**src/design/dhlt_pkg.sv**
```systemverilog
// shared widths, item types and cordic constants for the dh link transform
package dhlt_pkg;

    // field widths of the input and result items
    localparam int ANGLE_BITS    = 16;
    localparam int LENGTH_BITS   = 32;
    localparam int CORDIC_STAGES = 16;
    localparam int ROT_BITS      = 16;

    // internal q30 widths: angles up to 4 rad, vector magnitude below 2 in q30
    localparam int Z_W          = 34;
    localparam int TRIG_W       = 32;
    localparam int ZSHIFT       = 33 - ANGLE_BITS;
    localparam int ATAN_ENTRIES = 24;
    localparam int ATAN_IDX_W   = $clog2(ATAN_ENTRIES);

    localparam logic signed [TRIG_W-1:0] GAIN_Q30    = 32'sd652032874;
    localparam logic signed [Z_W-1:0]    PI_Q30      = 34'sd3373259426;
    localparam logic signed [Z_W-1:0]    HALF_PI_Q30 = 34'sd1686629713;

    // truncated arctangent of 2^-i in q30
    localparam logic [31:0] ATAN_Q30 [ATAN_ENTRIES] = '{
        32'h3243F6A8, 32'h1DAC6705, 32'h0FADBAFC, 32'h07F56EA6, 32'h03FEAB76, 32'h01FFD55B,
        32'h00FFFAAA, 32'h007FFF55, 32'h003FFFEA, 32'h001FFFFD, 32'h000FFFFF, 32'h0007FFFF,
        32'h0003FFFF, 32'h0001FFFF, 32'h0000FFFF, 32'h00007FFF, 32'h00003FFF, 32'h00001FFF,
        32'h00000FFF, 32'h000007FF, 32'h000003FF, 32'h000001FF, 32'h000000FF, 32'h0000007F
    };

    // one link's parameters
    typedef struct packed {
        logic signed [ANGLE_BITS-1:0]  joint_angle;
        logic signed [ANGLE_BITS-1:0]  twist_angle;
        logic signed [LENGTH_BITS-1:0] link_length;
        logic signed [LENGTH_BITS-1:0] link_offset;
    } t_in_item;

    // link transform without the constant entries
    typedef struct packed {
        logic signed [ROT_BITS-1:0]    r00;
        logic signed [ROT_BITS-1:0]    r01;
        logic signed [ROT_BITS-1:0]    r02;
        logic signed [ROT_BITS-1:0]    r10;
        logic signed [ROT_BITS-1:0]    r11;
        logic signed [ROT_BITS-1:0]    r12;
        logic signed [ROT_BITS-1:0]    r21;
        logic signed [ROT_BITS-1:0]    r22;
        logic signed [LENGTH_BITS-1:0] pos_x;
        logic signed [LENGTH_BITS-1:0] pos_y;
        logic signed [LENGTH_BITS-1:0] pos_z;
    } t_out_item;

    // one cordic vector with its residual angle and quadrant flip
    typedef struct packed {
        logic signed [TRIG_W-1:0] x;
        logic signed [TRIG_W-1:0] y;
        logic signed [Z_W-1:0]    z;
        logic                     flip;
    } t_rot;

    // word handed from cell to cell
    typedef struct packed {
        logic                          vld;
        t_rot                          th;
        t_rot                          al;
        logic signed [LENGTH_BITS-1:0] len;
        logic signed [LENGTH_BITS-1:0] off;
    } t_stage;

endpackage

```
**src/design/dhlt_cordic_cell.sv**
```systemverilog
// one cordic micro-rotation cell, rotating the joint and twist vectors together
module dhlt_cordic_cell import dhlt_pkg::*; (
    input  logic                  i_clk,
    input  logic                  i_rst_n,
    input  logic [ATAN_IDX_W-1:0] i_stage,
    input  t_stage                i_data,
    output t_stage                o_data
);

    t_stage r_data;
    t_stage n_data;

    // rotate by +-atan(2^-s), direction from the sign of the residual angle
    function automatic t_rot rot_step(input t_rot v, input logic [ATAN_IDX_W-1:0] s);
        t_rot                     r;
        logic signed [TRIG_W-1:0] vx;
        logic signed [TRIG_W-1:0] vy;
        logic signed [TRIG_W-1:0] xs;
        logic signed [TRIG_W-1:0] ys;
        logic signed [Z_W-1:0]    ang;
        r   = v;
        vx  = v.x;
        vy  = v.y;
        xs  = vx >>> s;
        ys  = vy >>> s;
        ang = Z_W'(ATAN_Q30[s]);
        if (!v.z[Z_W-1]) begin
            r.x = vx - ys;
            r.y = vy + xs;
            r.z = v.z - ang;
        end else begin
            r.x = vx + ys;
            r.y = vy - xs;
            r.z = v.z + ang;
        end
        return r;
    endfunction

    // next cell word
    always_comb begin
        n_data    = i_data;
        n_data.th = rot_step(i_data.th, i_stage);
        n_data.al = rot_step(i_data.al, i_stage);
    end

    // item valid flag
    always_ff @(posedge i_clk) begin
        if (!i_rst_n) begin
            r_data.vld <= 1'b0;
        end else begin
            r_data.vld <= n_data.vld;
        end
    end

    // payload
    always_ff @(posedge i_clk) begin
        r_data.th  <= n_data.th;
        r_data.al  <= n_data.al;
        r_data.len <= n_data.len;
        r_data.off <= n_data.off;
    end

    assign o_data = r_data;

endmodule

```
**config.mk**
```make
export PLATFORM = sky130hd
export DESIGN_NAME = dhlt_cordic_cell
export DESIGN_NICKNAME = d
export VERILOG_FILES = /design/src/design/dhlt_pkg.sv /design/src/design/dhlt_cordic_cell.sv
export SDC_FILE = /design/constraint.sdc
export NUM_CORES = 1
export LEC_CHECK = 0
export BUFFER_PORTS_ARGS = -buffer_cell sky130_fd_sc_hd__buf_2
export CAP_MARGIN = 5
export CORE_MARGIN = 3
export CORE_UTILIZATION = 55
export DETAILED_ROUTE_END_ITERATION = 10
export PLACE_DENSITY = 0.78
export SYNTH_ARGS = -nofsm -noshare
export SYNTH_HDL_FRONTEND = slang
export SYNTH_SLANG_ARGS = --single-unit
export TNS_END_PERCENT = 5
```
**constraint.sdc**
```tcl
create_clock -name i_clk -period 9.85 [get_ports i_clk]
set_clock_uncertainty 0.1 [all_clocks]
set_input_delay 1.97 -clock i_clk [delete_from_list [all_inputs] [get_ports i_clk]]
set_output_delay 1.97 -clock i_clk [all_outputs]
set_load 0.05 [all_outputs]
```
# After elaboration in Yosys (flattened, before gate mapping)
# Memories as Yosys holds them, arrays and structs flattened.
# Index checks and enable logic that the tools add are counted.
# word_totals
mem_count	1
romBits	1024
out_inout_bits	263
wordCells	34
inputBits	270
regBits	263
# op_classes
bitwise	1
muxes	4
addsub	12
magnitude_cmp	1
shifts	4
# memory_table
name	depth	width	read_ports	rd_clocked_by_memory_dff	wr	line	text
(no name shown)	32	32	1	0	0	dhlt_cordic_cell.sv:26	ang = Z_W'(ATAN_Q30[s]);
# ops
op	n
$mux 98	2
$add 32x32->32	4
$sshr 32x5->32	4
$sub 32x32->32	4
$add 34x33->34	2
$sub 34x33->34	2
$mux 32	2
$ge 6x6->1 const B	1
$not 5->6	1

# Depth between registers and ports, before layout
# logic_depth
depth_word	6
depth_mapped	31
ltp_nobuf	23

# Worst setup path before layout
# No wires, ideal clock.
# synth_path
path_type	input port to flip-flop
from	input i_stage[0]
to	register r_data, in the netlist o_data[260]
required_ns	9.627
path_buffers	6
setup_ns	0.123
setup_slack_ns	2.013
t_arrival_ns	7.613
cell_stages	26
path_cell_list	buf_6 buf_12 buf_6 buf_4 buf_6 buf_4 mux4_2 mux2i_1 nor2_1 a211oi_1 ha_1 or4b_1 nor4_2 a21oi_1 xor2_1 ha_1 a211o_1 o211ai_1 o311ai_0 a311oi_1 o21bai_1 a221oi_1 nand2_1 a211oi_1 a21oi_1 xor2_1
# synth_lines
element	line	text
start: declaration	dhlt_cordic_cell.sv:5	input logic [ATAN_IDX_W-1:0] i_stage,
end: declaration	dhlt_cordic_cell.sv:10	t_stage r_data;

==> results by group <==
Routing
  • # DRC: 0
  • First-pass DRT Iterations: 7
  • ANT nets after route: 0
  • DR vias: 26.7k
  • Routed len/inst: 23.8 µm
  • Iter 0 DRT Violations: 3407
  • Vias per cell: 6.59
  • Routed wire length: 96500 µm

Layout
  • Share of layout cells above drive strength 1: 25.6%
  • Synth-to-layout area growth: 14.9%
  • # nets final: 3893
  • Post-Layout Cell Count: 4053
  • Commonest non-fill, non-tap cells in the layout: buf_2, a21oi_1, dfxtp_1
  • Max reg flops: 263
  • Commonest non-fill, non-tap cell in the layout: buf_2
  • Utilization after layout: 64.2%

Timing
  • Final Hold Fails: 0
  • Minimum clock period: 8.35 ns
  • Setup tns final: 0 ns
  • Fmax: 120 MHz
  • Transition time of the tightest slew-check pin: 1.11 ns
  • Final cycle utilization of the critical path: 84.8%
  • # setup viols final: 0
  • Slew Limit Headroom: 25.7%
  • RSZ-0062 raised after global routing: false
  • Max Slew Vio Count: 0

Power
  • Pwr Total: 6.45 mW
  • Max IR drop VDD: 0.246 mV
  • P_leak: 13.7 nW
  • Power per standard cell area: 210 nW/µm²

Synthesis
  • Sequential area share after synthesis: 19.7%
  • Ys Warns: 0
  • Post-synth EDFFs: 0
  • Post-synthesis net count: 3448
  • Syn Std Cell Area: 26800 µm²
  • Synthesized flop and latch total: 263
  • Synth Flop Type: dfxtp_1
  • Synth cell types: 95
  • Post-Syn Instances: 2969
  • Ys async rst share: 0%
  • Syn Area/Cell: 9.02 µm²

Setup path
  • Crit path capture type: flop
  • Kind of critical path: input port to flop
  • CP Data Required Time: 10.26 ns
  • Slowest cell on crit path: a2111oi_0
  • Critical path fanouts, max: 95
  • WP data arrival: 8.76 ns
  • Worst setup SP type: input port
  • CP max stage delay: 0.66 ns
  • CP Cell Sequence: buf_8 -> buf_4 -> mux4_2 -> mux2_1 -> nand2_1 -> o211ai_1 -> inv_1 -> ha_1 -> nor2b_1 -> a21oi_1 -> xnor2_1 -> ha_1 -> a2111oi_0 -> o21ai_0 -> a2111oi_0 -> o21ai_0 -> o2111ai_1 -> a211oi_1 -> o221a_2 -> o21a_1 -> o41ai_1 -> xnor2_1

CTS
  • Total clock sinks: 263
  • Post-CTS Setup Inserts: 0
  • CTS Buffer Depth: 3
  • CTS Hold Bufs: 0
  • Number of buffers created by CTS: 29
  • Post-CTS resize count: 0
  • CTS Root Cell: clkbuf_16
  • CTS H-tree lvls: 1
  • TritonCTS clock tree: yes
  • Clock Pin Slew Worst Setup and Hold Paths: 0.06 ns

Worst hold path
  • Hold WC Path Type: input port to flop
  • Hold Crit Depth: 1

Global route
  • Overflow after GRT: 0
  • Vias in the first global route: 25.0k
  • Initial antenna violation count: 10
  • Largest net degree at the start of global routing: 96
  • First-pass GRT wire length: 143000 µm
  • Overall Global Routing Usage: 35.5%

Status
  • Status: complete, no violations

Die
  • Initial Utilization: 55.9%
  • Die Height: 227 µm
  • DIE AREA: 51400 µm²
  • Core area: 47900 µm²
  • Ports: 533
  • Site Rows: 80
  • Die X: 227 µm

Flow run
  • MaxCap Viol Count: 0

Placed design
  • PortBufs: 532
  • Final HPWL DP: 74900 µm
  • GPL Wtd Cong: 1.03
  • Placed insts: 3998
per-layer routing:
metal / GRT usage (%) / share of wire [%] / up-vias / routed length, µm
met5: 0 / 0.035 / - / 34
li1: - / - / 12020 / -
met2: 55.5 / 44 / 1873 / 42100
met3: 9.99 / 13 / 389 / 12600
met4: 16.0 / 5.2 / 6 / 5060
met1: 45.8 / 38 / 12429 / 36700
cell type report:
class                      instances  area, µm²
tap                              615        769
sequential                       263       5270
antenna                            5       12.5
clock buffer                      35        768
fill                            4040      17200
inverter                          83        312
multi-input combinational       2470      20400
clock inverter                    15        225
timing repair buffer             567       2980
worst max-delay path: cells and delay by family:
| family | cells | cell delay [ns] |
|---|---|---|
| AND/OR/NAND/NOR | 2 | 0.29 |
| buffers and inverters | 3 | 1.31 |
| adder cells (fa/ha/maj) | 2 | 0.53 |
| multiplexers | 2 | 0.89 |
| XOR/XNOR | 2 | 0.33 |
| AO/OA/AOI/OAI | 11 | 3.31 |
cell usage after synthesis (23+ instances only):
| master | instances | share of area (%) |
|---|---|---|
| xnor2_1 | 228 | 7.5 |
| o21ai_0 | 121 | 2.3 |
| mux4_2 | 165 | 14 |
| nor2_1 | 235 | 3.3 |
| o22ai_1 | 24 | 0.56 |
| nand2_1 | 213 | 3.0 |
| nor2b_1 | 34 | 0.79 |
| dfxtp_1 | 263 | 20 |
| a21o_1 | 85 | 2.4 |
| clkbuf_1 | 68 | 0.95 |
| o21a_1 | 27 | 0.76 |
| a21oi_1 | 271 | 5.1 |
| o211ai_1 | 23 | 0.64 |
| a211oi_1 | 32 | 0.90 |
| ha_1 | 203 | 9.5 |
| mux2_2 | 56 | 2.4 |
| mux2i_1 | 108 | 4.0 |
| buf_1 | 32 | 0.45 |
| and2_1 | 40 | 0.93 |
| and3_1 | 33 | 0.77 |
| inv_1 | 82 | 1.1 |
| nand3_1 | 47 | 0.88 |
| nor3_1 | 36 | 0.67 |
| nand2b_1 | 25 | 0.58 |
| a31oi_1 | 55 | 1.3 |
| buf_2 | 32 | 0.60 |
| xor2_1 | 107 | 3.5 |
through the flow:
stage | hold WS, ns | setup WS [ns] | cell area (µm²)
after floorplan | 1.90 | 2.01 | 26800
after global placement | 1.97 | 1.27 | 29800
after detailed placement | 1.97 | 0.954 | 29800
after CTS | 1.36 | 1.60 | 30800
after global routing | 1.36 | 1.02 | 30800
final | 1.38 | 1.50 | 30800
final timing paths:
check,startpoint,endpoint
max,i_stage[0],o_data[161]
min,i_data[18],o_data[18]
kinds of logic after synthesis:
kind of cell             Yosys count  share of synthesized area (%)
buffers and inverters            236                           4.08
XOR/XNOR                         336                           11.0
adder cells (fa/ha/maj)          209                           9.93
AO/OA/AOI/OAI                    826                           19.9
flip-flops                       263                           19.7
multiplexers                     348                           21.9
AND/OR/NAND/NOR                  751                           13.5
where the power goes:
| part | internal [mW] | leakage, nW | total [mW] | switching, mW |
|---|---|---|---|---|
| clock network | 0.685 | 0.474 | 1.15 | 0.462 |
| logic | 1.15 | 11.0 | 3.79 | 2.63 |
| registers | 1.42 | 2.22 | 1.51 | 0.0937 |
(Power assumes the default switching activity.)
